## src/slcc_pkg.sv

```systemverilog
// slcc_pkg: payload types, register indexes and constants for the
// scheduled load cutoff controller. No dependencies.
package slcc_pkg;

    // input transaction: one clock tick with the latest power reading
    typedef struct packed {
        logic        clock_known;
        logic [2:0]  day_of_week;
        logic [10:0] minute_of_day;
        logic [31:0] time_ms;
        logic [15:0] power_watts;
        logic        power_ok;
    } t_in;

    // output transaction: relay drive and status
    typedef struct packed {
        logic       relay_energized;
        logic [1:0] cutoff_phase;
        logic       open_hours;
    } t_out;

    // configuration register indexes
    localparam logic [2:0] REG_OVERRIDE  = 3'd0;
    localparam logic [2:0] REG_THRESHOLD = 3'd1;
    localparam logic [2:0] REG_GRACE     = 3'd2;
    localparam logic [2:0] REG_WIN_A     = 3'd3;
    localparam logic [2:0] REG_WIN_B     = 3'd4;
    localparam logic [2:0] REG_WIN_C     = 3'd5;
    localparam logic [2:0] REG_WIN_D     = 3'd6;

    // override modes (code three behaves as automatic)
    localparam logic [1:0] MODE_AUTO      = 2'd0;
    localparam logic [1:0] MODE_FORCE_CUT = 2'd1;
    localparam logic [1:0] MODE_FORCE_ON  = 2'd2;

    // cutoff phases
    localparam logic [1:0] PH_ALLOWED = 2'd0;
    localparam logic [1:0] PH_MONITOR = 2'd1;
    localparam logic [1:0] PH_LATCHED = 2'd2;

    localparam int          NUM_WIN       = 4;
    localparam int          WIN_W         = 30;
    localparam int          GRACE_MS_W    = 27;   // 2047 * 60000 fits
    localparam logic [10:0] MIN_PER_DAY   = 11'd1440;
    localparam logic [15:0] MS_PER_MINUTE = 16'd60000;
    localparam logic [2:0]  DAY_SAT       = 3'd6;

    // reset values
    localparam logic [15:0]           THRESHOLD_RST = 16'd200;
    localparam logic [10:0]           GRACE_RST     = 11'd10;
    localparam logic [GRACE_MS_W-1:0] GRACE_MS_RST  = 27'd600000;

endpackage

```

## src/scheduled_load_cutoff_controller.sv

```systemverilog
// scheduled_load_cutoff_controller: top level, configuration registers,
// input register, cutoff state update and output register.
// Depends on slcc_pkg and slcc_window.
//
//  channel | valid       | ready       | payload
//  --------+-------------+-------------+---------------------------------
//  input   | i_in_valid  | o_in_ready  | i_in_data  (slcc_pkg::t_in)
//  output  | o_out_valid | i_out_ready | o_out_data (slcc_pkg::t_out)
//  config  | i_cfg_valid | o_cfg_ready | i_cfg_index, i_cfg_data
//
// One transaction per cycle sustained while the output side is ready; an
// accepted transaction passes through the input register, then the output
// register, where its result is held until it is taken.
// The state update is one shallow pass over the four window compares.
// Synchronous active-low reset clears state and returns registers to
// their defaults. A stalled output holds; the input register keeps
// accepting while the output side moves. Config is always ready.
module scheduled_load_cutoff_controller (
    input  logic                       i_clk,
    input  logic                       i_rst_n,
    input  logic                       i_in_valid,
    output logic                       o_in_ready,
    input  slcc_pkg::t_in              i_in_data,
    output logic                       o_out_valid,
    input  logic                       i_out_ready,
    output slcc_pkg::t_out             o_out_data,
    input  logic                       i_cfg_valid,
    output logic                       o_cfg_ready,
    input  logic [2:0]                 i_cfg_index,
    input  logic [slcc_pkg::WIN_W-1:0] i_cfg_data
);

    // configuration
    logic [1:0]                      r_mode;
    logic [15:0]                     r_threshold;
    logic [slcc_pkg::GRACE_MS_W-1:0] r_grace_ms;
    logic [slcc_pkg::WIN_W-1:0]      r_win [slcc_pkg::NUM_WIN];

    // pipeline and state
    logic           r_in_valid;
    slcc_pkg::t_in  r_in;
    logic           r_out_valid;
    slcc_pkg::t_out r_out;
    logic           r_energized, n_energized;
    logic [1:0]     r_phase, n_phase;
    logic [31:0]    r_start_ms, n_start_ms;

    logic advance;
    logic fire;
    logic [2:0] prev_day;
    logic [slcc_pkg::NUM_WIN-1:0] win_present;
    logic [slcc_pkg::NUM_WIN-1:0] win_match;
    logic configured;
    logic open_now;
    logic idle;
    logic elapsed;
    logic [31:0] since_ms;
    logic [26:0] grace_prod;

    assign o_cfg_ready = 1'b1;
    assign advance     = !r_out_valid || i_out_ready;
    assign o_in_ready  = !r_in_valid || advance;
    assign fire        = r_in_valid && advance;

    // grace time in ms, computed on write so the tick path only compares
    assign grace_prod = 27'(i_cfg_data[10:0]) * 27'(slcc_pkg::MS_PER_MINUTE);

    // configuration writes
    always_ff @(posedge i_clk) begin
        if (!i_rst_n) begin
            r_mode      <= slcc_pkg::MODE_AUTO;
            r_threshold <= slcc_pkg::THRESHOLD_RST;
            r_grace_ms  <= slcc_pkg::GRACE_MS_RST;
            for (int k = 0; k < slcc_pkg::NUM_WIN; k++) begin
                r_win[k] <= '0;
            end
        end else if (i_cfg_valid) begin
            case (i_cfg_index)
                slcc_pkg::REG_OVERRIDE:  r_mode      <= i_cfg_data[1:0];
                slcc_pkg::REG_THRESHOLD: r_threshold <= i_cfg_data[15:0];
                slcc_pkg::REG_GRACE:     r_grace_ms  <= grace_prod;
                slcc_pkg::REG_WIN_A:     r_win[0]    <= i_cfg_data;
                slcc_pkg::REG_WIN_B:     r_win[1]    <= i_cfg_data;
                slcc_pkg::REG_WIN_C:     r_win[2]    <= i_cfg_data;
                slcc_pkg::REG_WIN_D:     r_win[3]    <= i_cfg_data;
                default: ;
            endcase
        end
    end

    // previous weekday; day seven wraps to Saturday as well
    assign prev_day = (r_in.day_of_week == 3'd0) ? slcc_pkg::DAY_SAT
                                                 : r_in.day_of_week - 3'd1;

    // window matchers
    for (genvar g = 0; g < slcc_pkg::NUM_WIN; g++) begin : g_win
        slcc_window u_win (
            .i_window  (r_win[g]),
            .i_dow     (r_in.day_of_week),
            .i_prev    (prev_day),
            .i_minute  (r_in.minute_of_day),
            .o_present (win_present[g]),
            .o_match   (win_match[g])
        );
    end

    assign configured = |win_present;
    assign open_now   = r_in.clock_known && (|win_match);
    assign idle       = r_in.power_ok && (r_in.power_watts < r_threshold);

    // cutoff state update for the registered tick
    always_comb begin
        n_energized = r_energized;
        n_phase     = r_phase;
        n_start_ms  = r_start_ms;
        since_ms    = r_in.time_ms - r_start_ms;
        elapsed     = 1'b0;
        case (r_mode)
            slcc_pkg::MODE_FORCE_CUT: n_energized = 1'b1;
            slcc_pkg::MODE_FORCE_ON:  n_energized = 1'b0;
            default: begin
                if (!configured || !r_in.clock_known || open_now) begin
                    n_energized = 1'b0;
                    n_phase     = slcc_pkg::PH_ALLOWED;
                end else begin
                    case (r_phase)
                        slcc_pkg::PH_ALLOWED: begin
                            // off hours just began: elapsed only with zero grace
                            n_start_ms = r_in.time_ms;
                            elapsed    = (r_grace_ms == '0);
                            if (idle || elapsed) begin
                                n_energized = 1'b1;
                                n_phase     = slcc_pkg::PH_LATCHED;
                            end else begin
                                n_phase = slcc_pkg::PH_MONITOR;
                            end
                        end
                        slcc_pkg::PH_MONITOR: begin
                            elapsed = since_ms >= 32'(r_grace_ms);
                            if (idle || elapsed) begin
                                n_energized = 1'b1;
                                n_phase     = slcc_pkg::PH_LATCHED;
                            end
                        end
                        slcc_pkg::PH_LATCHED: n_energized = 1'b1;
                        default: ;
                    endcase
                end
            end
        endcase
    end

    // input register
    always_ff @(posedge i_clk) begin
        if (!i_rst_n) begin
            r_in_valid <= 1'b0;
        end else if (o_in_ready) begin
            r_in_valid <= i_in_valid;
        end
    end

    always_ff @(posedge i_clk) begin
        if (o_in_ready && i_in_valid) begin
            r_in <= i_in_data;
        end
    end

    // state and output register
    always_ff @(posedge i_clk) begin
        if (!i_rst_n) begin
            r_out_valid <= 1'b0;
            r_energized <= 1'b0;
            r_phase     <= slcc_pkg::PH_ALLOWED;
            r_start_ms  <= '0;
        end else begin
            if (advance) begin
                r_out_valid <= r_in_valid;
            end
            if (fire) begin
                r_energized <= n_energized;
                r_phase     <= n_phase;
                r_start_ms  <= n_start_ms;
            end
        end
    end

    always_ff @(posedge i_clk) begin
        if (fire) begin
            r_out.relay_energized <= n_energized;
            r_out.cutoff_phase    <= n_phase;
            r_out.open_hours      <= open_now;
        end
    end

    assign o_out_valid = r_out_valid;
    assign o_out_data  = r_out;

endmodule

```

## src/slcc_window.sv

```systemverilog
// slcc_window: matches one open-hours window against the current tick,
// including the overnight tail of a window that began the day before.
// Depends on slcc_pkg.
module slcc_window (
    input  logic [slcc_pkg::WIN_W-1:0] i_window,
    input  logic [2:0]                 i_dow,
    input  logic [2:0]                 i_prev,
    input  logic [10:0]                i_minute,
    output logic                       o_present,
    output logic                       o_match
);

    logic [6:0]  mask;
    logic [10:0] on_min;
    logic [10:0] off_min;
    logic        today;
    logic        yday;
    logic        usable;

    // field split
    assign o_present = i_window[29];
    assign mask      = i_window[28:22];
    assign on_min    = i_window[21:11];
    assign off_min   = i_window[10:0];

    // day value seven selects no weekday bit
    assign today  = (i_dow != 3'd7) && mask[i_dow];
    assign yday   = mask[i_prev];
    assign usable = o_present && (on_min < slcc_pkg::MIN_PER_DAY)
                    && (off_min < slcc_pkg::MIN_PER_DAY) && (on_min != off_min);

    // same-day span, or evening part plus next-morning tail
    always_comb begin
        if (!usable) begin
            o_match = 1'b0;
        end else if (on_min < off_min) begin
            o_match = today && (i_minute >= on_min) && (i_minute < off_min);
        end else begin
            o_match = (today && (i_minute >= on_min)) || (yday && (i_minute < off_min));
        end
    end

endmodule

```

## config.mk

```make
export PLATFORM = sky130hd
export DESIGN_NAME = scheduled_load_cutoff_controller
export DESIGN_NICKNAME = d
export VERILOG_FILES = /design/src/slcc_pkg.sv /design/src/scheduled_load_cutoff_controller.sv /design/src/slcc_window.sv
export SDC_FILE = /design/constraint.sdc
export NUM_CORES = 1
export LEC_CHECK = 0
export BUFFER_PORTS_ARGS = -buffer_cell sky130_fd_sc_hd__buf_2
export CAP_MARGIN = 40
export CORE_ASPECT_RATIO = 1.1
export CORE_MARGIN = 1
export CORE_UTILIZATION = 46
export DETAILED_ROUTE_END_ITERATION = 8
export PLACE_DENSITY_LB_ADDON = 0.08
export SETUP_SLACK_MARGIN = 0.05
export SYNTH_ARGS = -nofsm -noshare
export SYNTH_HDL_FRONTEND = slang
export SYNTH_SLANG_ARGS = --single-unit
```

## constraint.sdc

```tcl
create_clock -name i_clk -period 9.9 [get_ports i_clk]
set_input_delay 1.485 -clock i_clk [delete_from_list [all_inputs] [get_ports i_clk]]
set_output_delay 1.485 -clock i_clk [all_outputs]
set_load 0.02 [all_outputs]
```

Yosys cells after proc, flatten, opt, wreduce, memory -nomap -nowiden
Memory sizes are Yosys's and may differ from the RTL's.
Index checks and enable logic that the tools add are counted.
{ "word_totals": {"register_bits": 145, "ram_bits": 120, "memories": 1} }
{ "op_classes": {"n_addsub": 2, "mul": 1, "magnitude_cmp": 24, "eq_ne": 15, "n_mux": 56, "bitwise": 6, "reduce_logical": 57} }
{ "memory_table": {"columns": ["memory", "words", "word_bits", "rd", "rd_clocked_by_memory_dff", "wr", "line_no", "source"], "rows": [
  ["r_win", 4, 30, 4, 0, 4, "scheduled_load_cutoff_controller.sv:37", "logic [slcc_pkg::WIN_W-1:0] r_win [slcc_pkg::NUM_WIN];"]
]} }
{ "ops": {"columns": ["operator", "n"], "rows": [
  ["$mux 30", 4],
  ["$lt 11x11->1", 8],
  ["$lt 11x11->1 const B", 8],
  ["$ge 11x11->1", 4],
  ["$ne 11x11->1", 4],
  ["$mux 1", 36],
  ["$ge 32x27->1", 1],
  ["$logic_and 1x1->1", 32],
  ["$sub 32x32->32", 1],
  ["$logic_not 27->1", 1],
  ["$bmux 1 s3", 8],
  ["$mul 11x11->22 const B", 1],
  ["$lt 16x16->1", 1],
  ["$logic_or 1x1->1", 10],
  ["$eq 3x3->1 const B", 3],
  ["$lt 3x4->1 const B", 2],
  ["$mux 2", 4],
  ["$reduce_or 4->1", 2],
  ["$eq 3x2->1 const B", 2],
  ["$logic_not 3->1", 2],
  ["$reduce_and 2->1", 3],
  ["$eq 2x1->1 const B", 2],
  ["$eq 2x2->1 const B", 2],
  ["$logic_not 1->1", 4],
  ["other kinds (12)", 16]
]} }

Depth between registers and ports, before layout
Gate-level depths: netlist of the first run.
{ "logic_depth": {"depth_word": 13, "ltp_mapped": 24, "ltp_nobuf": 24} }

Cells and area by module
Synthesis of the first run repeated with hierarchy kept, for this count alone.
{ "unflattened": {"hier_cells": 1837, "area_unflattened_um2": 18353.9} }
{ "by_module_without_submodules": {"columns": ["module", "n_inst", "cells_each", "area_per_inst_um2", "seq_area_each_um2"], "rows": [
  ["scheduled_load_cutoff_controller", 1, 1373, 14685.3, 7186.9],
  ["slcc_window", 4, 116, 917.1, 0.0]
]} }

Least setup slack after synthesis of the first run
No wires, ideal clock.
{ "synth_timing": {"path_type": "input to register", "from": "input i_cfg_data[0] in the netlist's numbering", "to": "register r_grace_ms[26] in the netlist's numbering", "arrival_time_ps": 5899, "setup_slack_ps": 3868, "path_stages": 17, "n_path_buf": 0, "path_cell_list": "fa_1 inv_1 fa_1 fa_1 inv_1 fa_1 fa_1 ha_1 a2111oi_0 o21ai_0 and3_1 nand4_1 a31oi_1 a211oi_1 a21oi_1 xnor2_1 a21oi_1"} }
{ "synth_via": {"elab_chain_len": 1} }
{ "synth_rtl": {"columns": ["item", "line_no", "source"], "rows": [
  ["from (decl)", "scheduled_load_cutoff_controller.sv:30", "input logic [slcc_pkg::WIN_W-1:0] i_cfg_data"],
  ["$mul 11x11->22", "scheduled_load_cutoff_controller.sv:66", "assign grace_prod = 27'(i_cfg_data[10:0]) * 27'(slcc_pkg::MS_PER_MINUTE);"],
  ["to (signal assigned)", "scheduled_load_cutoff_controller.sv:73", "r_grace_ms <= slcc_pkg::GRACE_MS_RST;"],
  ["to (signal assigned)", "scheduled_load_cutoff_controller.sv:81", "slcc_pkg::REG_GRACE: r_grace_ms <= grace_prod;"],
  ["to (decl)", "scheduled_load_cutoff_controller.sv:36", "logic [slcc_pkg::GRACE_MS_W-1:0] r_grace_ms;"]
]} }
No other way between the ends.
A chain may end at the register's enable or synchronous reset.

Worst setup path in the final report of the first run
Ends and elaborated chain as after synthesis.

==> qor.tcl, run 1 <==
set qor(run_status) {finished, violations left}
set qor(failed_checks) {DRC}
set qor(critPathMaxFanout) 11
set qor(dp.cells) 2422
set qor(final_period_minus_worst_setup_slack_ns) 6.08
set qor(synth_largest_area_cell) {edfxtp_1}
set qor(drc_violations) 1
set qor(io_buffer_count) 107
set qor(insertion_delay_ns) 0.59
set qor(maximum_number_of_pins_on_one_net_before_global_route_repair) 95
set qor(cp_data_arrival_time_ns) 6.54
set qor(tritoncts) {built}
set qor(powerDensity_mw_per_mm2) 171
set qor(timing.rr.start) {r_in[24]}
set qor(seq_area_mm2) 0.00719
set qor(synth_sequential_area_ratio_pct) 38.8
set qor(hold_path.startpoint) {r_start_ms[20]}
set qor(die_width_um) 193
set qor(worst_slew_margin_rel_pct) 44.5
set qor(synth_fp_nets) 2250
set qor(timing.final.setup_violations) 0
set qor(most_common_cell_after_layout_fill_and_taps_aside) {ha_1}
set qor(synth_area_per_cell_um2) 10.1
set qor(floorplan.core_area_mm2) 0.0395
set qor(synth_seq_cells) 265
set qor(antenna_found_initial) 1
set qor(grt_use_met1_pct) 26.3
set qor(finalClockSkew_ns) 0.0217
set qor(use_met2_pct) 47.8
set qor(place_ws_ns) 3.22
set qor(die_h_um) 213
set qor(multi_input_area_mm2) 0.0104
set qor(synth_top_area_share_pct) 30.5
set qor(max_clock_freq_mhz) 165
set qor(grt-ovfl-total) 0
set qor(utilization_pct) 52.5
set qor(synth_flop_cell) {edfxtp_1}
set qor(floorplan.rows) 76
set qor(post_cts_resized) 0
set qor(nets) 2354
set qor(postCtsHoldBufs) 0
set qor(floorplan.die_area_mm2) 0.0411
set qor(total_power_mw) 3.55
set qor(first_global_vias) 14049
set qor(clock_tree.htree_level_count) 1
set qor(hpwl_um) 38400
set qor(routed_via_density) 5.51
set qor(antenna_cells) 0
set qor(maximum_ir_drop_on_the_vdd_rail_v) 0.000127
set qor(worst_setup_hold_path_clk_slew_ns) 0.06
set qor(globalRouteTotalUtil_pct) 24.3
set qor(clockRootBuffer) {clkbuf_16}
set qor(area_of_the_mapped_netlist_mm2) 0.0185
set qor(hold_viol) 0
set qor(area_growth_syn_to_layout_pct) 11.9
set qor(number_of_synthesized_flops_with_an_enable_pin) 188
set qor(drt_iter0_drc) 712
set qor(gr-max-usage-layer) {met2}
set qor(synthDistinctLibCells) 84
set qor(setup_slack_after_layout_ns) 3.82
set qor(timing.critical_path.from_type) {input pin}
set qor(tns_ns) 0
set qor(layout_worst_path_cycle_share_pct) 61.4
set qor(power.leakage_nw) 9.03
set qor(critPathLaunch) {i_cfg_data[0]}
set qor(synth_top_cells_by_area) {edfxtp_1 (30%), ha_1 (18%), dfxtp_1 (8.3%)}
set qor(final_cells) 2480
set qor(ys.warnings.count) 0
set qor(gp_congestion) 0.916
set qor(detailedRoute.firstPassIterationCount) 9
set qor(post_cts.repair.setup_buffers) 0
set qor(count_of_mapped_cells_out_of_synthesis) 1844
set qor(layout_common_cells) {ha_1 (267), inv_1 (211), edfxtp_1 (188)}
set qor(global_route.usage.met3_pct) 2.54
set qor(ios) 109
set qor(wl_per_cell_um) 19.8
set qor(cap_violations) 0
set qor(wire_length_after_detailed_routing_um) 49000
set qor(nFillCells) 3580
set qor(cts.sinks) 265
set qor(cts_made_buffers) 31
set qor(clockBufferDepth) 3
set qor(worstHoldPathType) {reg -> reg}
set qor(required_ns) 10.36
set qor(final_layout_size_suffix_gt1_share_pct) 10.5
set qor(dr_total_vias) 13673
set qor(rsz0062_at_grt) {no}
set qor(detail-route-antenna-nets) 0
set qor(timing_worst_slew_pin_value_ns) 0.833
set qor(grt_pass1_wl_um) 76700
set qor(async_flop_share_pct) 0
set qor(critPathKind) {in -> reg}
set qor(worst_setup_path_end_kind) {flop}
set qor(start_util_pct) 47.0
set qor(report.final.slew_viol_count) 0
[metal layers]
metal	vias up	part of all wire [%]
met2	229	54
met4	0	4.1
met3	89	3.0
met1	6556	39
met5	-	0
li1	6799	-
[Yosys cell counts, drive strengths merged (5+ instances only)]
master / count
nor2b: 22
a221oi: 6
and2: 113
o21bai: 7
and3: 15
o21a: 21
nand4: 23
a31oi: 10
o21ai: 81
ha: 267
a21boi: 17
mux2i: 41
a2111oi: 10
mux4: 7
nor4: 10
a21o: 26
fa: 37
nand2: 176
o22ai: 5
xnor2: 25
dfxtp: 77
nand2b: 22
o211ai: 30
nor2: 60
inv: 212
o2111ai: 7
clkbuf: 44
edfxtp: 188
nor3: 35
buf: 7
a211o: 7
nand3: 28
a211oi: 20
or2: 6
a21oi: 100
xor2: 19
[final timing paths]
path | end | slack, ns | depth (start not counted)
max | r_grace_ms[26] | 3.82 | 18
min | r_start_ms[20] | 0.46 | 2
max reg2reg | o_out_data[1] | 4.63 | 19
min reg2reg | r_start_ms[20] | 0.46 | 2
[area by class of cell]
| cell class | count | share of cell area, % |
|---|---|---|
| clock inverter | 14 | 0.899 |
| inverter | 212 | 3.84 |
| sequential | 265 | 34.7 |
| tap | 507 | 3.06 |
| multi-input combinational | 1316 | 50.0 |
| clock buffer | 44 | 4.17 |
| timing repair buffer | 122 | 3.42 |
[metrics by stage]
| stage | instance area (µm²) | hold WS (ns) |
|---|---|---|
| finish | 20700 | 0.458 |
| global placement | 19600 | 0.444 |
| CTS | 20700 | 0.462 |
| detailed placement | 19700 | 0.453 |
| floorplan | 18500 | 0.438 |
| global route | 20700 | 0.483 |
[flip-flops by register name (all words and copies together), names as in the netlist, 2 cells and up]
signal,flops
r_in,64
r_phase,2
o_out_data,4
r_win,120
r_start_ms,32
r_mode,2
r_grace_ms,22
r_threshold,16
[cells by family (layout without fill, tap and decap cells)]
| family | after synthesis | after routing | synth area share [%] |
|---|---|---|---|
| AOI/OAI and AO/OA | 388 | 388 | 13.8 |
| DFF | 265 | 265 | 38.8 |
| other | 1 | 1 | 0.0202 |
| buffers and inverters | 263 | 392 | 5.51 |
| and+or+nand+nor | 529 | 529 | 14.6 |
| muxes | 50 | 50 | 3.21 |
| adders and majority gates | 304 | 304 | 22.0 |
| xor gates and xnor gates | 44 | 44 | 2.08 |
[worst max-delay path: stages]
cell	delay, ns
buf_2	0.19
fa_1	0.56
inv_1	0.05
fa_1	0.46
fa_1	0.53
inv_1	0.06
fa_1	0.52
fa_1	0.50
ha_1	0.38
a2111oi_0	0.37
o21ai_0	0.14
and3_1	0.23
nand4_1	0.16
a31oi_1	0.14
a211oi_1	0.36
a21oi_1	0.14
xnor2_1	0.16
a21oi_1	0.08
[power by group]
part           internal (mW)  total (mW)  switching (mW)
combinational          0.452        1.05           0.598
clock                  0.711        1.18           0.474
sequential              1.26        1.31          0.0535
Note: power is estimated with default switching activity, not from simulation.
==> inputs of run 2 (changes only) <==
--- a/config.mk
+++ b/config.mk
@@ -5,6 +5,7 @@
 export SDC_FILE = /design/constraint.sdc
 export NUM_CORES = 1
 export LEC_CHECK = 0
+export ABC_AREA = 1
 export BUFFER_PORTS_ARGS = -buffer_cell sky130_fd_sc_hd__buf_2
 export CAP_MARGIN = 40
 export CORE_ASPECT_RATIO = 1.1
==> constraint.sdc (replaced) <==
create_clock -name i_clk -period 6 [get_ports i_clk]
set_input_delay 0.9 -clock i_clk [delete_from_list [all_inputs] [get_ports i_clk]]
set_output_delay 0.9 -clock i_clk [all_outputs]
set_load 0.02 [all_outputs]
==> run 2 against run 1 <==
The run still ends with DRC left. Combinational power increased by 73%. Power increased by 70%. Clock power increased by 74%. Sequential power increased by 64%. Via count increased by 6.4%. Register-to-register slack got worse by 2.5 ns. Global-route usage decreased by 0.25 points. First-iteration DRC count decreased by 13%. Die area decreased by 0.92%. Count of clock-buffer cells in the layout increased by 4. Synthesized area decreased by 0.93%.
==> qor.tcl, run 2 <==
set qor(run_status) {finished, violations left}
set qor(failed_checks) {DRC}
set qor(worstHoldPathType) {reg -> reg}
set qor(rsz0062_at_grt) {no}
set qor(maximum_ir_drop_on_the_vdd_rail_v) 0.000204
set qor(grt_pass1_wl_um) 75400
set qor(timing_worst_slew_pin_value_ns) 0.691
set qor(seq_power_share_pct) 35.7
set qor(postPlaceCellArea_mm2) 0.0195
set qor(power.share.combinational_pct) 30.3
set qor(nFillCells) 3717
set qor(nets) 2657
set qor(power.leakage_nw) 9.75
set qor(synth_top_cells_by_area) {edfxtp_1 (31%), ha_1 (18%), dfxtp_1 (8.4%)}
set qor(top_register) {r_win}
set qor(floorplan.core_area_mm2) 0.0393
set qor(dp.cells) 2722
set qor(synth_fp_nets) 2540
set qor(crit_slowest_cell) {fa_1}
set qor(wl_per_cell_um) 16.9
set qor(most_common_cell_after_layout_fill_and_taps_aside) {nand2_1}
set qor(detail-route-antenna-nets) 0
set qor(layout_common_cells) {nand2_1 (366), inv_1 (359), ha_1 (267)}
set qor(detailedRoute.firstPassIterationCount) 9
set qor(area_of_the_mapped_netlist_mm2) 0.0184
set qor(maximum_number_of_pins_on_one_net_before_global_route_repair) 63
set qor(die_width_um) 192
set qor(synth.most_common_cell) {nand2_1}
set qor(critPathKind) {in -> reg}
set qor(post_cts_resized) 0
set qor(first_global_vias) 14792
set qor(count_of_mapped_cells_out_of_synthesis) 2134
set qor(postCtsHoldBufs) 0
set qor(cap_violations) 0
set qor(timing.critical_path.from_type) {input pin}
set qor(drc_violations) 12
set qor(clockBufferDepth) 3
set qor(synth_top_family_by_area) {adder cells}
set qor(crit_path_max_incr_delay_ns) 0.54
set qor(top_regs) {r_win: 120 flops, r_in: 64 flops, r_start_ms: 32 flops}
set qor(antenna_cells) 0
set qor(worst_setup_hold_path_clk_slew_ns) 0.06
set qor(area_growth_syn_to_layout_pct) 12.0
set qor(hold_viol) 0
set qor(largest_register_ff_count) 120
set qor(gp_congestion) 0.923
set qor(wire_length_after_detailed_routing_um) 46900
set qor(cp_data_arrival_time_ns) 5.10
set qor(final_period_minus_worst_setup_slack_ns) 4.67
set qor(antenna_found_initial) 0
set qor(floorplan.die_area_mm2) 0.0407
set qor(clockRootBuffer) {clkbuf_16}
set qor(synth_simple_gate_area_share_pct) 16.8
set qor(start_util_pct) 46.8
set qor(ys.warnings.count) 0
set qor(synth_commonest_cells) {nand2_1 (366), inv_1 (360), ha_1 (267), nor2_1 (218), edfxtp_1 (188)}
set qor(p_sw_mw) 2.01
set qor(powerDensity_mw_per_mm2) 292
set qor(async_flop_share_pct) 0
set qor(worst_slew_margin_rel_pct) 53.9
set qor(utilization_pct) 52.4
set qor(total_power_mw) 6.01
set qor(die_h_um) 212
set qor(synth_top_area_share_pct) 30.7
set qor(synth_compound_area_share_pct) 11.5
set qor(setup_slack_after_layout_ns) 1.33
set qor(postLayoutCellArea_mm2) 0.0206
set qor(cp_cell_sequence) {buf_2, fa_1, fa_1, fa_1, fa_1, fa_1, ha_1, a21oi_1, o21ai_0, a21oi_1, nand2_1, a21oi_1, o21bai_1, xor2_1, o21ai_0, inv_1}
set qor(synth_largest_area_cell) {edfxtp_1}
set qor(clock_tree.htree_level_count) 2
set qor(hpwl_um) 37000
set qor(io_buffer_count) 107
set qor(timing.final.setup_violations) 0
set qor(ios) 109
set qor(max_clock_freq_mhz) 214
set qor(report.final.slew_viol_count) 0
set qor(cp_common_cell) {fa_1}
set qor(synth.area.mux_share_pct) 0
set qor(insertion_delay_ns) 0.54
set qor(drt_iter0_drc) 620
set qor(dr_total_vias) 14551
set qor(power_report.internal_total_mw) 4.00
set qor(critPathMaxFanout) 9
set qor(worst_setup_path_end_kind) {flop}
set qor(required_ns) 6.43
set qor(grt-ovfl-total) 0
set qor(final_cells) 2783
set qor(tritoncts) {built}
set qor(hold_ws_ns) 0.455
set qor(power.share.clock_pct) 34.0
set qor(seq_area_mm2) 0.00719
set qor(synth-xor-area-share_pct) 1.72
set qor(floorplan.rows) 76
set qor(finalClockSkew_ns) 0.0164
set qor(synth_sequential_area_ratio_pct) 39.1
set qor(final_layout_size_suffix_gt1_share_pct) 8.44
set qor(layout_worst_path_cycle_share_pct) 77.8
set qor(cts.sinks) 265
set qor(routed_via_density) 5.23
set qor(synth_flop_cell) {edfxtp_1}
set qor(synthAdderAreaFrac_pct) 22.2
set qor(tns_ns) 0
set qor(synthDistinctLibCells) 50
set qor(globalRouteTotalUtil_pct) 24.0
set qor(sw_frac_of_total_pct) 33.5
set qor(number_of_synthesized_flops_with_an_enable_pin) 188
set qor(place_ws_ns) 0.739
set qor(multi_input_area_mm2) 0.00963
set qor(cts_made_buffers) 34
set qor(synth_area_per_cell_um2) 8.60
set qor(synth_seq_cells) 265
set qor(post_cts.repair.setup_buffers) 0
## run 2: cell count changes after synthesis, moves of 41 or more
cell | previous run | this run
nand2_1 | 176 | 366
nor2_1 | 59 | 218
inv_1 | 211 | 360
and2_1 | 112 | 0
a21oi_1 | 100 | 184
nand3_1 | 27 | 80
mux2i_1 | 41 | 0
o21ai_1 | 7 | 48
## run 2: area by class of cell
type	instances	share of cell area (%)
Clock buffer	48	4.64
Clock inverter	13	0.754
Inverter	366	6.68
Multi-Input combinational cell	1465	46.8
Sequential cell	265	34.9
Tap cell	507	3.08
Timing Repair Buffer	119	3.08
## run 2: cells by family (layout without fill, tap and decap cells)
| kind of cell | Yosys count | after routing |
|---|---|---|
| simple gates | 743 | 743 |
| buf+inv | 404 | 546 |
| compound gates | 381 | 381 |
| fa+ha+maj | 304 | 304 |
| flops | 265 | 265 |
| xor+xnor | 36 | 36 |
| other cells | 1 | 1 |
## run 2: layer usage
metal / global-route usage (%) / vias to the layer above / wire [µm]
met5: 0 / - / 0
met2: 44.3 / 228 / 24200
met4: 10.2 / 0 / 1930
li1: - / 7398 / -
met1: 27.4 / 6822 / 19400
met3: 3.33 / 103 / 1490
## run 2: final timing paths
kind | slack [ns] | end | startpoint | cells after the start
worst max-delay path | 1.33 | r_grace_ms[26] | i_cfg_data[3] | 16
worst min-delay path | 0.45 | r_start_ms[11] | r_start_ms[11] | 2
worst max register to register | 2.15 | r_start_ms[2] | r_in[60] | 13
worst min register to register | 0.45 | r_start_ms[11] | r_start_ms[11] | 2
## run 2: power by group through the flow
stage | sequential (mW) | clock [mW] | combinational (mW)
after detailed placement | 2.18 | 0 | 1.82
final | 2.15 | 2.05 | 1.82
after global routing | 2.16 | 2.17 | 2.11
after floorplan | 2.16 | 0 | 1.34
after CTS | 2.15 | 2.10 | 1.84
after global placement | 2.18 | 0 | 1.80
## run 2: worst max-delay path: cells and delay by family
kind,cells,cell delay (ns)
buf+inv,2,0.29
fa+ha+maj,6,2.81
simple gates,1,0.09
compound gates,6,0.87
xor+xnor,1,0.14
